$ cat config.mk
export PLATFORM = sky130hd
export DESIGN_NAME = egsa_sweep
export DESIGN_NICKNAME = d
export VERILOG_FILES = /design/src/hdl/egsa_pkg.sv /design/src/hdl/egsa_sweep.sv
export SDC_FILE = /design/constraint.sdc
export NUM_CORES = 1
export LEC_CHECK = 0
export BUFFER_PORTS_ARGS = -buffer_cell sky130_fd_sc_hd__buf_2
export CAP_MARGIN = 20
export CORE_AREA = 3 3 154 156
export DETAILED_ROUTE_END_ITERATION = 10
export DIE_AREA = 0 0 157 159
export PLACE_DENSITY = 0.45
export SETUP_SLACK_MARGIN = 0.3
export SLEW_MARGIN = 20
export SYNTH_ARGS = -nofsm -noshare
export SYNTH_HDL_FRONTEND = slang
export SYNTH_SLANG_ARGS = --single-unit
$ cat constraint.sdc
create_clock -name clock -period 10.25 [get_ports clock]
set_input_delay 0 -clock clock [delete_from_list [all_inputs] [get_ports clock]]
set_output_delay 0 -clock clock [all_outputs]
set_load 0.01 [all_outputs]
$ cat src/hdl/egsa_pkg.sv
package egsa_pkg;

   localparam int OFFSET_DEPTH_DEFAULT   = 4096;
   localparam int GLOBAL_DEPTH_DEFAULT   = 4096;
   localparam int MAX_NODES_DEFAULT      = 64;
   localparam int MAX_COMPONENTS_DEFAULT = 8;

   localparam int ELEMENT_LIMIT = 4096;
   localparam int CSR_INDEX_W   = 3;
   localparam int CSR_DATA_W    = 13;

   typedef enum logic [1:0] {
      KIND_LOAD_OFFSET = 2'd0,
      KIND_WRITE_WORD  = 2'd1,
      KIND_READ_WORD   = 2'd2,
      KIND_SWEEP_STEP  = 2'd3
   } kind_type;

   typedef enum logic [CSR_INDEX_W-1:0] {
      CSR_SWEEP_MODE        = 3'd0,
      CSR_ELEMENT_COUNT     = 3'd1,
      CSR_NODES_PER_ELEMENT = 3'd2,
      CSR_COMPONENT_COUNT   = 3'd3,
      CSR_COMPONENT_STRIDE  = 3'd4,
      CSR_GLOBAL_SIZE       = 3'd5
   } csr_index_type;

   typedef struct packed {
      kind_type           kind;
      logic [11:0]        address;
      logic [11:0]        node_offset;
      logic signed [31:0] value;
   } req_payload_type;

   typedef struct packed {
      logic signed [31:0] data;
      logic [14:0]        element_position;
      logic [11:0]        global_address;
      logic               sweep_last;
      logic               fault;
   } rsp_payload_type;

endpackage

$ cat src/hdl/egsa_sweep.sv
module egsa_sweep import egsa_pkg::*; #(
   parameter int OFFSET_DEPTH   = OFFSET_DEPTH_DEFAULT,
   parameter int MAX_NODES      = MAX_NODES_DEFAULT,
   parameter int MAX_COMPONENTS = MAX_COMPONENTS_DEFAULT,
   localparam int OAW = $clog2(OFFSET_DEPTH),
   localparam int CCW = (MAX_COMPONENTS > 1) ? $clog2(MAX_COMPONENTS) : 1,
   localparam int KSW = CCW + 12
) (
   input  logic           clock,
   input  logic           reset,
   input  logic           step,
   input  logic [12:0]    elems,
   input  logic [6:0]     nodes,
   input  logic [3:0]     comps,
   input  logic [11:0]    stride,
   output logic [OAW-1:0] table_index,
   output logic [KSW-1:0] stride_offset_ff,
   output logic [14:0]    pos_part_ff,
   output logic [11:0]    elem_pos_ff,
   output logic           last_ff
);

   localparam int NCW  = (MAX_NODES > 1) ? $clog2(MAX_NODES) : 1;
   localparam int NCMP = (NCW + 1 > 7) ? NCW + 1 : 7;
   localparam int CCMP = (CCW + 1 > 4) ? CCW + 1 : 4;
   localparam int TW   = 20;

   logic [11:0]    elem_ff, elem_in;
   logic [CCW-1:0] comp_ff, comp_in;
   logic [NCW-1:0] node_ff, node_in;
   logic           node_wrap, comp_wrap, elem_wrap, last_in;
   logic [TW-1:0]  index_full;

   assign index_full  = TW'(elem_ff) * TW'(nodes) + TW'(node_ff);
   assign table_index = index_full[OAW-1:0];

   always_comb begin
      node_wrap = (NCMP'(node_ff) + NCMP'(1)) >= NCMP'(nodes);
      comp_wrap = (CCMP'(comp_ff) + CCMP'(1)) >= CCMP'(comps);
      elem_wrap = (13'(elem_ff) + 13'd1) >= elems;
      node_in   = node_wrap ? '0 : node_ff + NCW'(1);
      comp_in   = comp_ff;
      elem_in   = elem_ff;
      last_in   = 1'b0;
      if (node_wrap) begin
         comp_in = comp_wrap ? '0 : comp_ff + CCW'(1);
         if (comp_wrap) begin
            elem_in = elem_wrap ? '0 : elem_ff + 12'd1;
            last_in = elem_wrap;
         end
      end
   end

   always_ff @(posedge clock) begin
      if (reset) begin
         elem_ff <= '0;
         comp_ff <= '0;
         node_ff <= '0;
      end else if (step) begin
         elem_ff <= elem_in;
         comp_ff <= comp_in;
         node_ff <= node_in;
      end
   end

   always_ff @(posedge clock) begin
      if (step) begin
         stride_offset_ff <= KSW'(comp_ff) * KSW'(stride);
         pos_part_ff      <= 15'(comp_ff) * 15'(nodes) + 15'(node_ff);
         elem_pos_ff      <= elem_ff;
         last_ff          <= last_in;
      end
   end

endmodule

==> impl_metrics.sql, run 1 <==
INSERT INTO impl_metrics (metric_group, metric, value, unit) VALUES
('yosys', 'synthesis.area', '6701', 'µm²'),
('timing', 'post-route-period-util', '48.08', '%'),
('timing', 'slew_headroom', '38.02', '%'),
('floorplan', 'placeable_core_region', '22500', 'µm²'),
('timing', 'report.final.slew_viol_count', '0', ''),
('place', 'post_detailed_placement_half_perimeter_wirelength', '12.56', 'mm'),
('route', 'antenna_left', '0', ''),
('layout', 'layout.core_utilization', '34.31', '%'),
('yosys', 'synth_edf_count', '39', ''),
('critical_path', 'critPathCaptureType', 'output port', ''),
('yosys', 'synth-seq-area-share', '23.75', '%'),
('global_routing', 'via_count_of_the_first_global_routing_pass', '5078', ''),
('floorplan', 'initial_core_util', '29.78', '%'),
('route', 'totalWireLength', '16.13', 'mm'),
('critical_path', 'r2r-start', 'comp_ff[0]', ''),
('yosys', 'yosysUniqueCellTypes', '53', ''),
('timing', 'setup_viol_count_final', '0', ''),
('route', 'vias', '5107', ''),
('global_routing', 'grt_max_degree', '49', ''),
('timing', 'clk_skew', '0.01081', 'ns'),
('clocking', 'clkLatencyLatePin', '0.34', 'ns'),
('critical_path', 'worstPathMaxFanout', '14', ''),
('timing', 'final_hold_viol_count', '0', ''),
('critical_path', 'cp_endpoint', 'table_index[11]', ''),
('global_routing', 'initial_antenna_violation_count', '0', ''),
('timing', 'tightest_slew', '0.9284', 'ns'),
('job', 'drv.max_cap_violation_count', '0', ''),
('critical_path', 'reg2reg_to', 'pos_part_ff[10]', ''),
('yosys', 'synth.yosys.warnings', '0', ''),
('critical_path', 'critical_path_arrival', '4.93', 'ns'),
('floorplan', 'die_w', '157', 'µm'),
('yosys', 'synth_top_flop_cell', 'edfxtp_1', ''),
('timing', 'setup_repair_after_global_routing_missed_its_margin', 'false', ''),
('critical_path', 'worstRegToRegCells', '11', ''),
('floorplan', 'fp.dieArea', '24960', 'µm²'),
('power_and_ir_drop', 'ir_worst_vdd', '62.82', 'µV'),
('critical_path', 'setup.worst_path.start', 'elem_ff[0]', ''),
('power_and_ir_drop', 'power.density', '86.74', 'nW/µm²'),
('route', 'drc', '0', ''),
('route', 'violation_count_after_the_first_detailed_routing_iteration', '222', ''),
('yosys', 'syn_inst', '741', ''),
('place', 'finalWeightedCongestion', '0.7826', ''),
('status', 'status', 'complete, no violations', ''),
('layout', 'num-nets-final', '998', ''),
('floorplan', 'rows', '55', ''),
('yosys', 'synthArstFlopShare', '0', '%'),
('route', 'detail_route.vias_per_cell', '4.601', ''),
('floorplan', 'overall_die_height', '159', 'µm'),
('global_routing', 'groute.usage.overall', '13.46', '%'),
('layout', 'area_taken_by_flip_flops_and_latches', '1592', 'µm²'),
('clocking', 'cts_max_level', '3', ''),
('route', 'drt_first_pass_iters', '4', ''),
('hold_path', 'holdCritPathClass', 'primary input to flip-flop', ''),
('timing', 'fmaxAchievable', '202.9', 'MHz'),
('clocking', 'tritoncts.num_buffers', '9', ''),
('layout', 'area_growth', '15.22', '%'),
('timing', 'period_minus_slack', '4.928', 'ns'),
('clocking', 'cts_post_setup_buffers_inserted', '0', ''),
('route', 'routed_wire_length_per_instance', '14.53', 'µm'),
('layout', 'fillCellCount', '2427', ''),
('timing', 'totalNegativeSetupSlack', '0', 'ns'),
('global_routing', 'grt_first_pass_wirelength', '26.74', 'mm'),
('clocking', 'cts_tree', 'done', ''),
('clocking', 'cts_num_sinks', '60', ''),
('power_and_ir_drop', 'power.share.switching', '24.79', '%'),
('global_routing', 'grt-ovfl-total', '0', ''),
('power_and_ir_drop', 'power.static_leakage', '3.845', 'nW'),
('clocking', 'clk_tree_root_cell', 'clkbuf_16', ''),
('critical_path', 'criticalPathCategory', 'flip-flop to output port', ''),
('power_and_ir_drop', 'total_power', '0.0006698', 'W'),
('yosys', 'syn_area_per_cell', '9.044', 'µm²');
==> layout by cell type, fill, tap and decap left out, drive strengths merged, types with 4 or more instances in the layout <==
master,count
nor2,25
fa,58
a211oi,6
and2,48
a31oi,6
dfxtp,21
xor2,7
inv,127
o31ai,4
ha,82
buf,93
conb,4
nand2b,10
edfxtp,39
xnor2,39
a32o,4
a22oi,5
clkbuf,9
a21oi,27
nand2,85
a21o,8
clkinv,5
o21ai,23
and3,9
nor3,14
nand4,6
o21a,6
nor2b,13
nand3,16
==> registers in the layout, indices dropped and copies added (netlist names) <==
signal,cells
pos_part_ff,11
stride_offset_ff,15
node_ff,6
comp_ff,3
last_ff,1
elem_ff,12
elem_pos_ff,12
==> worst min-delay path by stage <==
stage / to / cells after the start / start / slack [ns]
floorplan: elem_pos_ff[0] / 0 / step / 0.11
global placement: stride_offset_ff[0] / 2 / stride[0] / 0.33
detailed placement: stride_offset_ff[0] / 2 / stride[0] / 0.33
CTS: node_ff[1] / 2 / reset / 0.02
global route: node_ff[5] / 2 / reset / 0.04
finish: node_ff[5] / 2 / reset / 0.05
==> final cells by class <==
type                       instances  area share [%]
antenna                            1         0.03241
sequential                        60           20.61
inverter                         127           6.174
timing repair buffer              94           6.287
clock inverter                     7           1.053
multi-input combinational        527           58.30
clock buffer                       9           2.917
tap                              285           4.618
==> synth_stat cells (5+ instances only) <==
library cell	count	area, µm²
o21ai_1	7	35.03
nand2_1	85	319.1
o21a_1	6	45.04
a31oi_1	5	31.28
buf_2	6	30.03
a21o_1	7	52.55
dfxtp_1	21	420.4
nand4_1	6	37.54
nor2b_1	13	81.33
fa_1	58	1161
and3_1	9	56.30
nor3_1	14	70.07
xor2_1	7	61.31
nor2_1	25	93.84
a211oi_1	6	45.04
ha_1	82	1026
nand3_1	16	80.08
xnor2_1	39	341.6
clkbuf_1	19	71.32
inv_1	127	476.7
and2_1	48	300.3
o21ai_0	15	75.07
nand2b_1	10	62.56
edfxtp_1	39	1171
a22oi_2	5	62.56
a21oi_1	26	130.1
==> logic make-up (layout without fill, tap and decap cells) <==
group | after synthesis | in the layout | share of synthesized area, %
compound gates | 101 | 101 | 10.70
simple gates | 236 | 236 | 17.61
xor+xnor | 46 | 46 | 6.012
flops | 60 | 60 | 23.75
buf+inv | 157 | 237 | 9.242
fa+ha+maj | 140 | 140 | 32.64
other cells | 1 | 5 | 0.05596
==> timing repair <==
item	4_1_cts	5_1_grt
hold endpoints to repair	1	0
hold buffers	1	0
gates resized for setup	0	0
setup endpoints to repair	0	0
==> worst max-delay path, stage by stage, from the launching register on <==
cell	delay, ns
dfxtp_1	0.64
nand2_1	0.16
fa_1	0.53
fa_1	0.54
inv_1	0.05
fa_1	0.52
inv_1	0.05
fa_1	0.52
inv_1	0.04
ha_1	0.30
o21ai_0	0.08
nor2_1	0.08
o41ai_1	0.51
o21ai_0	0.22
xnor2_1	0.18
buf_2	0.15
==> per-layer routing <==
layer	wire (µm)	GRT usage, %	part of all wire (%)	vias to the layer above
met4	157	2.746	0.97	0
li1	-	-	-	2578
met5	0	0	0	-
met3	808	2.827	5.0	12
met1	7736	18.90	48	2415
met2	7425	21.43	46	102
==> power groups by stage <==
stage / clock (W) / combinational, W / sequential (W)
after floorplan: 0 / 0.0000426 / 0.000277
after global placement: 0 / 0.0000782 / 0.000276
after detailed placement: 0 / 0.0000779 / 0.000276
after CTS: 0.000335 / 0.0000790 / 0.000271
after global routing: 0.000343 / 0.0000876 / 0.000272
final: 0.000322 / 0.0000767 / 0.000271
==> per-stage QoR <==
stage                     std cells  hold slack [ns]  setup slack (ns)  cell area (µm²)
after floorplan                 744           0.1125             6.187             6713
after global placement         1092           0.3347             5.720             7402
after detailed placement       1092           0.3346             5.675             7402
after CTS                      1109          0.02465             5.295             7719
after global routing           1109          0.04453             4.953             7719
final                          1110          0.05082             5.322             7721
(Power assumes the default switching activity.)
==> run 2, diff against run 1 <==
Settings changed: ABC_AREA set to 1, CORE_AREA 3 3 154 156 to 3 3 160 162, DIE_AREA 0 0 157 159 to 0 0 163 165, PLACE_DENSITY 0.45 to 0.46.
Clock period 10.25 ns to 4.4 ns, I/O delays scaled along.
==> impl_metrics.sql, run 2 <==
INSERT INTO impl_metrics (metric_group, metric, value, unit) VALUES
('critical_path', 'worstPathMaxFanout', '6', ''),
('timing', 'final_hold_viol_count', '0', ''),
('timing', 'setup_viol_count_final', '0', ''),
('critical_path', 'required', '4.40', 'ns'),
('route', 'drt_first_pass_iters', '4', ''),
('critical_path', 'worst_setup_path_start_kind', 'flip-flop', ''),
('clocking', 'cts_tree', 'done', ''),
('clocking', 'clk_tree_root_cell', 'clkbuf_16', ''),
('critical_path', 'critical_path_arrival', '4.02', 'ns'),
('yosys', 'synth_top_flop_cell', 'edfxtp_1', ''),
('layout', 'mostFrequentLayoutCell', 'inv_1', ''),
('layout', 'area_growth', '18.95', '%'),
('layout', 'num-nets-final', '1227', ''),
('global_routing', 'groute.usage.overall', '13.32', '%'),
('route', 'totalWireLength', '17.04', 'mm'),
('clocking', 'clk_pin_slew_worst_paths', '0.05', 'ns'),
('yosys', 'yosys.cell_count.top_type', 'inv_1', ''),
('place', 'post_detailed_placement_half_perimeter_wirelength', '13.84', 'mm'),
('critical_path', 'criticalPathCategory', 'flip-flop to output port', ''),
('yosys', 'yosys-top-cells-count', '241 x inv_1, 238 x nand2_1, 82 x ha_1, 58 x fa_1, 58 x nor2_1', ''),
('global_routing', 'grt_first_pass_wirelength', '28.66', 'mm'),
('timing', 'tightest_slew', '0.5765', 'ns'),
('critical_path', 'critPathCaptureType', 'output port', ''),
('global_routing', 'grt_max_degree', '25', ''),
('place', 'dp.cells', '1345', ''),
('route', 'drc', '0', ''),
('status', 'status', 'complete, no violations', ''),
('layout', 'layout.core_utilization', '35.40', '%'),
('floorplan', 'die_w', '163', 'µm'),
('yosys', 'synth_edf_count', '39', ''),
('yosys', 'syn_inst', '949', ''),
('yosys', 'total_of_flip_flops_plus_latches_after_synthesis', '60', ''),
('yosys', 'syn_area_per_cell', '7.603', 'µm²'),
('clocking', 'tritoncts.num_buffers', '9', ''),
('yosys', 'netlist.top_cell.by_area', 'edfxtp_1', ''),
('floorplan', 'rows', '57', ''),
('timing', 'clk_skew', '0.009859', 'ns'),
('job', 'drv.max_cap_violation_count', '0', ''),
('yosys', 'synth_top_area_share', '16.23', '%'),
('power_and_ir_drop', 'power.static_leakage', '5.075', 'nW'),
('clocking', 'cts_max_level', '3', ''),
('floorplan', 'boundaryPins', '94', ''),
('floorplan', 'fp.dieArea', '26900', 'µm²'),
('hold_path', 'holdCritPathClass', 'primary input to flip-flop', ''),
('timing', 'postLayoutSetupSlackWorst', '0.3761', 'ns'),
('layout', 'layout.cells.most_common_list', '234 x inv_1, 231 x nand2_1, 89 x buf_2', ''),
('timing', 'report.final.slew_viol_count', '0', ''),
('route', 'violation_count_after_the_first_detailed_routing_iteration', '187', ''),
('floorplan', 'initial_core_util', '29.76', '%'),
('layout', 'drive_above_1_share', '18.23', '%'),
('yosys', 'synth-seq-area-share', '22.06', '%'),
('yosys', 'yosysUniqueCellTypes', '41', ''),
('timing', 'totalNegativeSetupSlack', '0', 'ns'),
('layout', 'antenna_cells', '0', ''),
('critical_path', 'r2r_slack', '1.33', 'ns'),
('route', 'routed_wire_length_per_instance', '12.37', 'µm'),
('power_and_ir_drop', 'ir_worst_vdd', '133.5', 'µV'),
('floorplan', 'overall_die_height', '165', 'µm'),
('timing', 'post-route-period-util', '91.45', '%'),
('clocking', 'clkLatencyLatePin', '0.34', 'ns'),
('route', 'vias', '5917', ''),
('route', 'detail_route.vias_per_cell', '4.297', ''),
('layout', 'layout.cells.non_filler', '1377', ''),
('clocking', 'cts_buffer_depth', '2', ''),
('timing', 'holdWs', '0.07921', 'ns'),
('timing', 'fmaxAchievable', '248.5', 'MHz'),
('route', 'antenna_left', '0', ''),
('timing', 'setup_repair_after_global_routing_missed_its_margin', 'true', ''),
('yosys', 'synthTopCellsByArea', 'edfxtp_1 16%, fa_1 16%, ha_1 14%, inv_1 13%, nand2_1 12%', ''),
('place', 'io_buffers', '89', ''),
('layout', 'layout_top_registers', 'stride_offset_ff x15, elem_ff x12, elem_pos_ff x12', ''),
('floorplan', 'placeable_core_region', '24250', 'µm²'),
('timing', 'slew_headroom', '61.57', '%'),
('global_routing', 'via_count_of_the_first_global_routing_pass', '5840', ''),
('layout', 'largest_register_ffs', '15', ''),
('timing', 'period_minus_slack', '4.024', 'ns'),
('place', 'finalWeightedCongestion', '0.7906', ''),
('global_routing', 'initial_antenna_violation_count', '0', ''),
('place', 'pre_cts_ws', '0.3583', 'ns'),
('global_routing', 'grt-ovfl-total', '0', ''),
('yosys', 'synthArstFlopShare', '0', '%'),
('layout', 'regMostFlops', 'stride_offset_ff', ''),
('yosys', 'synth.yosys.warnings', '0', ''),
('clocking', 'cts_num_sinks', '60', ''),
('power_and_ir_drop', 'power.density', '163.0', 'nW/µm²'),
('yosys', 'synthesis.area', '7216', 'µm²');
-- run 2: final cells by class --
type | instances | area, µm²
timing repair buffer | 120 | 719.4
sequential | 60 | 1615
clock buffer | 13 | 240.2
tap | 324 | 405.4
fill | 2628 | 15670
multi-input combinational | 612 | 4662
clock inverter | 3 | 16.27
inverter | 245 | 924.6
-- run 2: cell families after synthesis --
kind of cell               after synthesis  synth area share [%]
AOI/OAI and AO/OA                       75                 5.670
buffers and inverters                  280                 16.04
adders and majority gates              140                 30.31
other                                    1               0.05197
and+or+nand+nor                        357                 21.50
xor gates and xnor gates                36                 4.370
DFF                                     60                 22.06
-- run 2: worst max-delay path: stages, from the launching register on --
cell	delay [ns]
dfxtp_4	0.35
buf_12	0.13
nand2_2	0.05
inv_2	0.04
fa_1	0.57
fa_1	0.44
fa_1	0.49
inv_1	0.05
fa_1	0.53
inv_1	0.06
ha_4	0.28
nand2_2	0.07
nor2_2	0.14
nand3_1	0.09
nand3_2	0.11
inv_1	0.04
nand2_1	0.05
nand2_1	0.05
buf_2	0.13
-- run 2: worst paths after layout --
kind | from | end | cells after the start
worst max-delay path | elem_ff[3] | table_index[11] | 18
worst min-delay path | stride[1] | stride_offset_ff[1] | 4
worst max register to register | comp_ff[1] | stride_offset_ff[14] | 18
worst min register to register | node_ff[1] | node_ff[1] | 2
-- run 2: timing repair --
action	in CTS	in global routing
endpoints found under the setup margin	5	6
hold buffers	2	0
pin swaps	18	41
buffers inserted	4	10
endpoints found under the hold margin	9	0
resized for setup	30	27
-- run 2: layer usage --
| layer | up-vias | track usage (%) | wire (µm) |
|---|---|---|---|
| met3 | 9 | 2.634 | 607 |
| met1 | 2764 | 16.90 | 7743 |
| li1 | 3060 | - | - |
| met4 | 0 | 2.614 | 144 |
| met2 | 84 | 23.65 | 8543 |
| met5 | - | 0 | 0 |
-- run 2: report_power, final --
group,total [W],internal [W],switching (W)
clock,0.000629,0.000380,0.000250
combinational,0.000147,0.0000540,0.0000934
sequential,0.000622,0.000613,0.00000938
total,0.00140,0.00105,0.000353
-- run 2: through the flow --
step           area (µm²)   power, W
2_1_floorplan        7227  0.0007133
3_3_place_gp         7958  0.0007830
3_5_place_dp         7958  0.0007826
4_1_cts              8404   0.001428
5_1_grt              8583   0.001468
6_report             8583   0.001399
